**config.mk**
```make
export PLATFORM = sky130hd
export DESIGN_NAME = quicksort_sorter_core
export DESIGN_NICKNAME = d
export VERILOG_FILES = /design/src/rtl/qsort_pkg.sv /design/src/rtl/qsort_stack.sv /design/src/rtl/quicksort_sorter_core.sv
export SDC_FILE = /design/constraint.sdc
export NUM_CORES = 2
export LEC_CHECK = 0
export BUFFER_PORTS_ARGS = -buffer_cell sky130_fd_sc_hd__buf_4
export CORE_UTILIZATION = 45
export CTS_CLUSTER_DIAMETER = 100
export DETAILED_ROUTE_END_ITERATION = 16
export SYNTH_ARGS = -nofsm -noshare
export SYNTH_HDL_FRONTEND = slang
export SYNTH_HIERARCHICAL = 1
export SYNTH_SLANG_ARGS = --single-unit
export TNS_END_PERCENT = 50
```
**constraint.sdc**
```tcl
create_clock -name clk -period 19 [get_ports clk]
set_input_delay 0.95 -clock clk [delete_from_list [all_inputs] [get_ports clk]]
set_output_delay 0.95 -clock clk [all_outputs]
set_load 0.05 [all_outputs]
```
**src/rtl/qsort_pkg.sv**
```systemverilog
// ----------------------------------------------------------------------------
// qsort_pkg
// Shared types for the quicksort sorter: payload structs and width constants.
// ----------------------------------------------------------------------------
package qsort_pkg;

  localparam int unsigned ValueW = 32;
  localparam int unsigned CmpW   = 11;
  localparam logic [CmpW-1:0] CmpMax = '1;

  typedef struct packed {
    logic signed [ValueW-1:0] value;
    logic                     last;
  } in_item_t;

  typedef struct packed {
    logic signed [ValueW-1:0] sorted_value;
    logic                     final_res;
    logic [CmpW-1:0]          comparisons;
  } out_item_t;

endpackage

```
**src/rtl/qsort_stack.sv**
```systemverilog
// ----------------------------------------------------------------------------
// qsort_stack
// Range stack: one memory of (lo, hi) pairs, registered read of the top entry.
// ----------------------------------------------------------------------------
module qsort_stack #(
  parameter int unsigned AW = 6
) (
  input  logic            clk,
  input  logic            wr_en,
  input  logic [AW-1:0]   wr_addr,
  input  logic [2*AW-1:0] wr_data,
  input  logic [AW-1:0]   rd_addr,
  output logic [2*AW-1:0] rd_data
);

  logic [2*AW-1:0] mem [(1<<AW)];

  always_ff @(posedge clk) begin
    if (wr_en) begin
      mem[wr_addr] <= wr_data;
    end
    rd_data <= mem[rd_addr];
  end

endmodule

```
**src/rtl/quicksort_sorter_core.sv**
```systemverilog
// ----------------------------------------------------------------------------
// quicksort_sorter_core
// Collects a set of signed values, sorts them with Lomuto quicksort and streams
// them out in ascending order.
// ----------------------------------------------------------------------------
// Items are loaded one per cycle into the element memory until an item with
// last set arrives (items beyond DEPTH are dropped). The set is then sorted in
// place: ranges are popped from a range stack memory, an optional median-of-
// three step moves the pivot to the end, and a Lomuto partition walks the
// range. Every element access goes through the single-port element memory with
// a registered read: a partition step reads element j, then the slot, then
// compares, and a swap writes the slot and then j. Each item is emitted by a
// read (S_ERD) and a load of the output register (S_EMIT), which waits while a
// held result is not taken. Results carry the partition comparison count of
// their set, final_res marks the largest value. No input is accepted from the
// last item until the final result has been loaded into the output register.
// The pivot bit (cfg_wdata, reset 1) selects median-of-three pivots; write it only while idle.
// ----------------------------------------------------------------------------
module quicksort_sorter_core
  import qsort_pkg::*;
#(
  parameter int unsigned DEPTH = 64
) (
  input  logic      clk,
  input  logic      rst_n,
  input  logic      in_valid,
  output logic      in_ready,
  input  in_item_t  in_item,
  output logic      out_valid,
  input  logic      out_ready,
  output out_item_t out_item,
  input  logic      cfg_we,
  input  logic      cfg_wdata
);

  localparam int unsigned AW = (DEPTH > 2) ? $clog2(DEPTH) : 1;
  localparam int unsigned CW = $clog2(DEPTH + 1);
  localparam logic [CW-1:0] DepthC = CW'(DEPTH);

  typedef enum logic [13:0] {
    S_LOAD  = 14'b00000000000001,
    S_POP   = 14'b00000000000010,
    S_RANGE = 14'b00000000000100,
    S_MRD   = 14'b00000000001000, // read a, b of a compare-swap
    S_MRB   = 14'b00000000010000,
    S_MCMP  = 14'b00000000100000,
    S_PIV   = 14'b00000001000000, // read pivot
    S_PRJ   = 14'b00000010000000, // read element j
    S_PRS   = 14'b00000100000000, // read element at slot
    S_PCMP  = 14'b00001000000000,
    S_SWB   = 14'b00010000000000, // write second half of swap
    S_PUSH  = 14'b00100000000000,
    S_ERD   = 14'b01000000000000,
    S_EMIT  = 14'b10000000000000
  } state_t;

  state_t state_r, state_nxt;

  // element memory
  logic signed [ValueW-1:0] emem [DEPTH];
  logic [AW-1:0] e_addr;
  logic          e_we;
  logic signed [ValueW-1:0] e_wdata, e_rdata;

  always_ff @(posedge clk) begin
    if (e_we) begin
      emem[e_addr] <= e_wdata;
    end
    e_rdata <= emem[e_addr];
  end

  // range stack
  logic          s_we;
  logic [AW-1:0] s_waddr, s_raddr;
  logic [2*AW-1:0] s_wdata, s_rdata;

  qsort_stack #(.AW(AW)) u_stack (
    .clk(clk), .wr_en(s_we), .wr_addr(s_waddr), .wr_data(s_wdata),
    .rd_addr(s_raddr), .rd_data(s_rdata)
  );

  logic              pmode_r;
  logic [CW-1:0]     cnt_r, cnt_nxt;
  logic [CW-1:0]     sp_r, sp_nxt;
  logic [CmpW-1:0]   cmp_r, cmp_nxt;
  logic [AW-1:0]     lo_r, lo_nxt, hi_r, hi_nxt;
  logic [AW-1:0]     j_r, j_nxt, slot_r, slot_nxt;
  logic [AW-1:0]     ma_r, ma_nxt, mb_r, mb_nxt;
  logic [1:0]        mstep_r, mstep_nxt;   // median: 0..2 compare-swaps, 3 = final exchange
  logic [1:0]        pstep_r, pstep_nxt;   // pushes pending: bit1 right, bit0 left
  logic signed [ValueW-1:0] va_r, va_nxt, pv_r, pv_nxt, vj_r, vj_nxt;
  logic [AW-1:0]     swb_addr_r, swb_addr_nxt;
  logic signed [ValueW-1:0] swb_data_r, swb_data_nxt;
  state_t            ret_r, ret_nxt;       // state after a swap completes
  logic              pend_r, pend_nxt;     // partition swap was for j (slot++ after)
  logic              fin_r, fin_nxt;       // final exchange of partition
  logic [CW-1:0]     k_r, k_nxt;
  logic              ov_r, ov_nxt;
  out_item_t         ob_r, ob_nxt;

  logic [AW-1:0] mid;
  logic [AW:0]   lohi_sum;
  assign lohi_sum = {1'b0, lo_r} + {1'b0, hi_r};
  assign mid = lohi_sum[AW:1];

  assign in_ready  = (state_r == S_LOAD);
  assign out_valid = ov_r;
  assign out_item  = ob_r;

  always_ff @(posedge clk) begin
    if (!rst_n) begin
      pmode_r <= 1'b1;
    end else if (cfg_we) begin
      pmode_r <= cfg_wdata;
    end
  end

  always_comb begin
    state_nxt = state_r;
    cnt_nxt = cnt_r; sp_nxt = sp_r; cmp_nxt = cmp_r;
    lo_nxt = lo_r; hi_nxt = hi_r; j_nxt = j_r; slot_nxt = slot_r;
    ma_nxt = ma_r; mb_nxt = mb_r; mstep_nxt = mstep_r; pstep_nxt = pstep_r;
    va_nxt = va_r; pv_nxt = pv_r; vj_nxt = vj_r;
    swb_addr_nxt = swb_addr_r; swb_data_nxt = swb_data_r;
    ret_nxt = ret_r; pend_nxt = pend_r; fin_nxt = fin_r;
    k_nxt = k_r; ov_nxt = ov_r; ob_nxt = ob_r;
    e_addr = cnt_r[AW-1:0]; e_we = 1'b0; e_wdata = in_item.value;
    s_we = 1'b0; s_waddr = sp_r[AW-1:0]; s_wdata = '0;
    s_raddr = AW'(sp_r - CW'(1));
    if (ov_r && out_ready) ov_nxt = 1'b0;

    unique case (state_r)
      S_LOAD: begin
        if (in_valid) begin
          if (cnt_r < DepthC) begin
            e_we = 1'b1;
            cnt_nxt = cnt_r + CW'(1);
          end
          if (in_item.last) begin
            cmp_nxt = '0;
            k_nxt = '0;
            if (cnt_nxt >= CW'(2)) begin
              s_we = 1'b1;
              s_waddr = '0;
              s_wdata = {AW'(0), AW'(cnt_nxt - CW'(1))};
              sp_nxt = CW'(1);
              state_nxt = S_POP;
            end else begin
              sp_nxt = '0;
              state_nxt = S_ERD;
            end
          end
        end
      end
      S_POP: begin
        if (sp_r == '0) begin
          k_nxt = '0;
          state_nxt = S_ERD;
        end else begin
          sp_nxt = sp_r - CW'(1);
          state_nxt = S_RANGE;
        end
      end
      S_RANGE: begin
        lo_nxt = s_rdata[2*AW-1:AW];
        hi_nxt = s_rdata[AW-1:0];
        if (s_rdata[2*AW-1:AW] >= s_rdata[AW-1:0]) begin
          state_nxt = S_POP;
        end else if (pmode_r) begin
          mstep_nxt = 2'd0;
          ma_nxt = s_rdata[2*AW-1:AW];
          mb_nxt = AW'(({1'b0, s_rdata[2*AW-1:AW]} + {1'b0, s_rdata[AW-1:0]}) >> 1);
          state_nxt = S_MRD;
        end else begin
          state_nxt = S_PIV;
        end
      end
      S_MRD: begin
        e_addr = ma_r;
        state_nxt = S_MRB;
      end
      S_MRB: begin
        e_addr = mb_r;
        va_nxt = e_rdata;
        state_nxt = S_MCMP;
      end
      S_MCMP: begin
        // advance the median step, swapping first when needed
        ret_nxt = S_MRD;
        pend_nxt = 1'b0; fin_nxt = 1'b0;
        if (mstep_r == 2'd3 || va_r > e_rdata) begin
          e_addr = ma_r; e_we = 1'b1; e_wdata = e_rdata;
          swb_addr_nxt = mb_r; swb_data_nxt = va_r;
          state_nxt = S_SWB;
        end
        unique case (mstep_r)
          2'd0: begin ma_nxt = lo_r; mb_nxt = hi_r; end
          2'd1: begin ma_nxt = mid;  mb_nxt = hi_r; end
          2'd2: begin ma_nxt = mid;  mb_nxt = hi_r; end
          default: begin ret_nxt = S_PIV; end
        endcase
        mstep_nxt = mstep_r + 2'd1;
        if (!(mstep_r == 2'd3 || va_r > e_rdata)) begin
          state_nxt = S_MRD;
        end
      end
      S_SWB: begin
        e_addr = swb_addr_r; e_we = 1'b1; e_wdata = swb_data_r;
        if (pend_r) slot_nxt = slot_r + AW'(1);
        if (fin_r) begin
          pstep_nxt = 2'b11;
          state_nxt = S_PUSH;
        end else begin
          state_nxt = ret_r;
        end
      end
      S_PIV: begin
        e_addr = hi_r;
        j_nxt = lo_r; slot_nxt = lo_r;
        state_nxt = S_PRJ;
      end
      S_PRJ: begin
        // j only equals lo on the first visit, when the pivot read lands
        if (j_r == lo_r && slot_r == lo_r) begin
          pv_nxt = e_rdata;
        end
        ret_nxt = S_PRJ;
        e_addr = j_r;
        state_nxt = S_PRS;
      end
      S_PRS: begin
        vj_nxt = e_rdata;
        e_addr = slot_r;
        state_nxt = S_PCMP;
      end
      S_PCMP: begin
        pend_nxt = 1'b0; fin_nxt = 1'b0;
        if (j_r == hi_r) begin
          // final exchange slot <-> hi ; vj holds pivot value at hi
          e_addr = slot_r; e_we = 1'b1; e_wdata = vj_r;
          swb_addr_nxt = hi_r; swb_data_nxt = e_rdata;
          fin_nxt = 1'b1;
          state_nxt = S_SWB;
        end else begin
          if (cmp_r != CmpMax) cmp_nxt = cmp_r + CmpW'(1);
          j_nxt = j_r + AW'(1);
          if (vj_r <= pv_r) begin
            e_addr = slot_r; e_we = 1'b1; e_wdata = vj_r;
            swb_addr_nxt = j_r; swb_data_nxt = e_rdata;
            pend_nxt = 1'b1;
            state_nxt = S_SWB;
          end else begin
            state_nxt = S_PRJ;
          end
        end
      end
      S_PUSH: begin
        // slot_r is q
        if (pstep_r[1]) begin
          pstep_nxt[1] = 1'b0;
          if ({1'b0, slot_r} + (AW+1)'(1) < {1'b0, hi_r} && sp_r < DepthC) begin
            s_we = 1'b1;
            s_wdata = {AW'(slot_r + AW'(1)), hi_r};
            sp_nxt = sp_r + CW'(1);
          end
        end else begin
          pstep_nxt = 2'b00;
          if ({1'b0, slot_r} > {1'b0, lo_r} + (AW+1)'(1) && sp_r < DepthC) begin
            s_we = 1'b1;
            s_wdata = {lo_r, AW'(slot_r - AW'(1))};
            sp_nxt = sp_r + CW'(1);
          end
          state_nxt = S_POP;
        end
      end
      S_ERD: begin
        if (k_r == cnt_r) begin
          cnt_nxt = '0; cmp_nxt = '0; sp_nxt = '0;
          state_nxt = S_LOAD;
        end else begin
          e_addr = k_r[AW-1:0];
          state_nxt = S_EMIT;
        end
      end
      S_EMIT: begin
        e_addr = k_r[AW-1:0];
        if (!ov_r || out_ready) begin
          ov_nxt = 1'b1;
          ob_nxt.sorted_value = e_rdata;
          ob_nxt.final_res = (k_r + CW'(1) == cnt_r);
          ob_nxt.comparisons = cmp_r;
          k_nxt = k_r + CW'(1);
          state_nxt = S_ERD;
        end
      end
      default: state_nxt = S_LOAD;
    endcase
  end

  always_ff @(posedge clk) begin
    if (!rst_n) begin
      state_r <= S_LOAD;
      cnt_r <= '0; sp_r <= '0; cmp_r <= '0; ov_r <= 1'b0; k_r <= '0;
      ret_r <= S_MRD; pend_r <= 1'b0; fin_r <= 1'b0;
      mstep_r <= '0; pstep_r <= '0;
    end else begin
      state_r <= state_nxt;
      cnt_r <= cnt_nxt; sp_r <= sp_nxt; cmp_r <= cmp_nxt; ov_r <= ov_nxt;
      k_r <= k_nxt; ret_r <= ret_nxt; pend_r <= pend_nxt; fin_r <= fin_nxt;
      mstep_r <= mstep_nxt; pstep_r <= pstep_nxt;
    end
  end

  always_ff @(posedge clk) begin
    lo_r <= lo_nxt; hi_r <= hi_nxt; j_r <= j_nxt; slot_r <= slot_nxt;
    ma_r <= ma_nxt; mb_r <= mb_nxt; va_r <= va_nxt; pv_r <= pv_nxt; vj_r <= vj_nxt;
    swb_addr_r <= swb_addr_nxt; swb_data_r <= swb_data_nxt; ob_r <= ob_nxt;
  end

endmodule
```
==> impl_metrics.json <==
{
  "synth-seq-area-share": 0.717,
  "power_leakage_nw": 50.2,
  "synth_edf_count": 3030,
  "fin_ws_ns": 10.36,
  "ys_ff_latch": 3130,
  "postLayoutCellArea_mm2": 0.146,
  "period_share": 0.455,
  "dieArea_mm2": 0.290,
  "ys_warn_count": 6,
  "drt-total-wl_mm": 398,
  "avgSynthCellArea_um2": 14.7,
  "grt_max_degree": 154,
  "cp_max_fo": 138,
  "rows": 196,
  "synthMuxAreaShare": 0.0686,
  "core_mm2": 0.286,
  "fp.dieH_um": 539,
  "cp-end-kind": "register",
  "layout_min_cycle_time_ns": 8.64,
  "synth_nets": 8944,
  "cts_hold_buf": 0,
  "status": "finished, violations left",
  "hold_path_class": "in -> reg",
  "violations": "max-capacitance violations, max-slew violations",
  "hpwl_mm": 227,
  "cts_tree": "yes",
  "ir_worst_vdd_mv": 0.0830,
  "critPathLaunchType": "register",
  "htree_levels": 5,
  "yosys.area_share.simple": 0.0862,
  "grt-ovfl-total": 0,
  "boundaryPins": 85,
  "first_iter_violations": 11300,
  "grtUsageTotal": 0.268,
  "cts_root_buffer": "clkbuf_16",
  "fillCellCount": 23400,
  "synthesis.area_mm2": 0.130,
  "drtAntennaViolNets": 0,
  "ys.flop_type": "edfxtp_1",
  "grt_pass1_wl_mm": 568,
  "p_total_mw": 18.1,
  "power.density_mw_per_mm2": 124,
  "drive_above_1_share": 0.134,
  "nets": 9026,
  "syn_inst": 8796,
  "required_ns": 19.67,
  "slew_violations": 2,
  "hold_viol": 0,
  "placed_cell_area_mm2": 0.135,
  "fin_skew_ns": 0.0513,
  "setup-tns-final_ns": 0,
  "cts_buffers": 326,
  "slew_headroom": -0.0224,
  "startpoint": "e_rdata[6]",
  "numClockSinks": 3130,
  "vias": 82500,
  "max_freq_mhz": 116,
  "routedWlPerCell_um": 30.8,
  "post_cts_resize_count": 0,
  "grt_antenna_before_repair": 25,
  "synthAdderAreaFrac": 0.0106,
  "clk_pin_slew_ns": 0.06,
  "start_util": 0.454,
  "synth_top_family_by_area": "compound AO/OA/AOI/OAI gates",
  "crit_type": "reg -> reg",
  "chipWidth_um": 539,
  "clk_latency_ns": 0.90,
  "synth_cell_types": 100,
  "dr.pass1.iters": 6,
  "clockBufferDepth": 4,
  "critPathArrivalTime_ns": 9.31,
  "synth_xor_area_frac": 0.00439,
  "holdCritStartpoint": "cfg_we",
  "cts_setup_buffers": 0,
  "tightest_slew_ns": 1.52,
  "area_growth_pct": 12.4,
  "final_core_util": 0.510,
  "dpl_worst_slack_ns": 10.49,
  "drc_errors": 0,
  "rsz0062_at_grt": "false",
  "setup_viol": 0,
  "cap_viol_max_count": 3,
  "synth_compound_area_frac": 0.0887,
  "avgViaCountPerCell": 6.39,
  "rrSetupSlack_ns": 10.36,
  "async_reset_ff_frac": 0,
  "numPortBuffers": 84,
  "r2r_start": "e_rdata[6]",
  "finalWeightedCongestion": 0.890,
  "grt_pass1_vias": 78200
}
==> registers in the layout (all words and copies together) (netlist names), 6 cells and up <==
signal,count
swb_addr_r,6
j_r,6
state_r,14
e_rdata,32
lo_r,6
u_stack/rd_data,12
u_stack/mem,768
mb_r,6
swb_data_r,32
hi_r,6
sp_r,7
ma_r,6
vj_r,32
pv_r,32
out_item,44
emem,2048
k_r,7
cmp_r,11
va_r,32
cnt_r,7
slot_r,6
==> through the flow <==
step / hold slack (ns) / instances
floorplan: 0.431 / 8796
global placement: 0.452 / 12300
detailed placement: 0.468 / 12300
CTS: 0.281 / 12900
global route: 0.318 / 12900
finish: 0.337 / 12900
==> worst max-delay path, stage by stage, from the launching register on <==
cell	delay, ns
dfxtp_1	0.53
inv_1	0.10
ha_1	0.34
a41o_1	0.19
a21oi_1	0.18
nor3_1	0.10
o41ai_1	0.97
nor2_1	0.23
a2111o_2	0.39
buf_4	0.29
nor2_4	0.83
buf_4	0.73
buf_4	0.74
buf_12	0.63
mux2i_1	0.27
mux2i_1	0.09
a32oi_1	0.20
nand4_1	0.46
or4_1	0.88
==> worst paths after layout <==
check | depth (start not counted) | end
worst max-delay path | 18 | e_rdata[3]
worst min-delay path | 2 | pmode_r
worst max register to register | 18 | e_rdata[3]
worst min register to register | 0 | out_item[10]
==> cells by family after synthesis <==
kind of cell	Yosys count
mux	635
xor+xnor	65
fa+ha+maj	109
flops	3130
compound gates	1646
simple gates	2494
buf+inv	717
==> cells in the mapped netlist (17+ instances only) <==
| cell | n | area, um2 |
|---|---|---|
| dfxtp_1 | 100 | 2000 |
| o221ai_1 | 190 | 1660 |
| nand3_1 | 497 | 2490 |
| buf_6 | 17 | 191 |
| nand4_1 | 75 | 469 |
| clkbuf_1 | 276 | 1040 |
| buf_2 | 213 | 1070 |
| inv_1 | 111 | 417 |
| buf_4 | 28 | 210 |
| a22oi_1 | 317 | 2380 |
| a21oi_1 | 469 | 2350 |
| nor3_1 | 42 | 210 |
| xnor2_1 | 29 | 254 |
| a31oi_1 | 29 | 181 |
| o22ai_1 | 43 | 269 |
| mux4_2 | 201 | 4530 |
| buf_1 | 72 | 270 |
| a221o_1 | 18 | 180 |
| a211oi_1 | 33 | 248 |
| mux2_2 | 23 | 259 |
| a32oi_1 | 78 | 683 |
| nor2_1 | 277 | 1040 |
| or4_1 | 28 | 210 |
| nand2_1 | 1312 | 4920 |
| edfxtp_1 | 3030 | 91000 |
| xor2_1 | 36 | 315 |
| and3_1 | 80 | 500 |
| a221oi_1 | 67 | 587 |
| nor2b_1 | 29 | 181 |
| ha_1 | 107 | 1340 |
| or3_1 | 20 | 125 |
| nand3b_1 | 23 | 173 |
| a222oi_1 | 17 | 170 |
| mux2i_1 | 407 | 4070 |
| a22o_1 | 50 | 438 |
| o21ai_0 | 160 | 801 |
==> layout make-up <==
cell class | count | area, um2 | share of cell area
multi-input combinational | 4949 | 34500 | 0.236
tap | 3762 | 4710 | 0.0323
clock buffer | 420 | 8840 | 0.0606
clock inverter | 172 | 1550 | 0.0106
inverter | 111 | 429 | 0.00294
sequential | 3130 | 93000 | 0.638
timing repair buffer | 360 | 2820 | 0.0193
antenna | 10 | 25.0 | 0.000172
==> layout by cell type (no fill, tap or decap), drive strengths merged, types with 27 or more instances in the layout <==
cell type  instances
and3              80
o22ai             43
inv              127
mux2              27
edfxtp          3030
dfxtp            100
clkbuf           420
buf              360
o21ai            170
o221ai           190
a22oi            317
nor2b             29
xor2              36
a221oi            68
ha               107
nand2           1313
or4               29
clkinv           125
mux2i            407
nor2             279
nand3            497
a21oi            473
xnor2             29
a22o              50
a32oi             78
nand4             75
mux4             201
nor3              43
a31oi             29
a211oi            34
==> per-layer routing <==
| metal | track usage | part of all wire | vias to the layer above |
|---|---|---|---|
| li1 | - | - | 34600 |
| met1 | 0.385 | 0.41 | 42200 |
| met2 | 0.406 | 0.45 | 4855 |
| met3 | 0.0608 | 0.11 | 778 |
| met4 | 0.0777 | 0.030 | 10 |
| met5 | 0 | 0.00017 | - |
==> power by group <==
group / leakage [nW] / switching [mW] / internal (mW) / total (mW)
sequential: 28.7 / 0.130 / 7.73 / 7.86
clock: 5.09 / 2.66 / 3.63 / 6.29
combinational: 16.4 / 2.71 / 1.21 / 3.92
No activity file was read; power rests on OpenSTA's default activity.
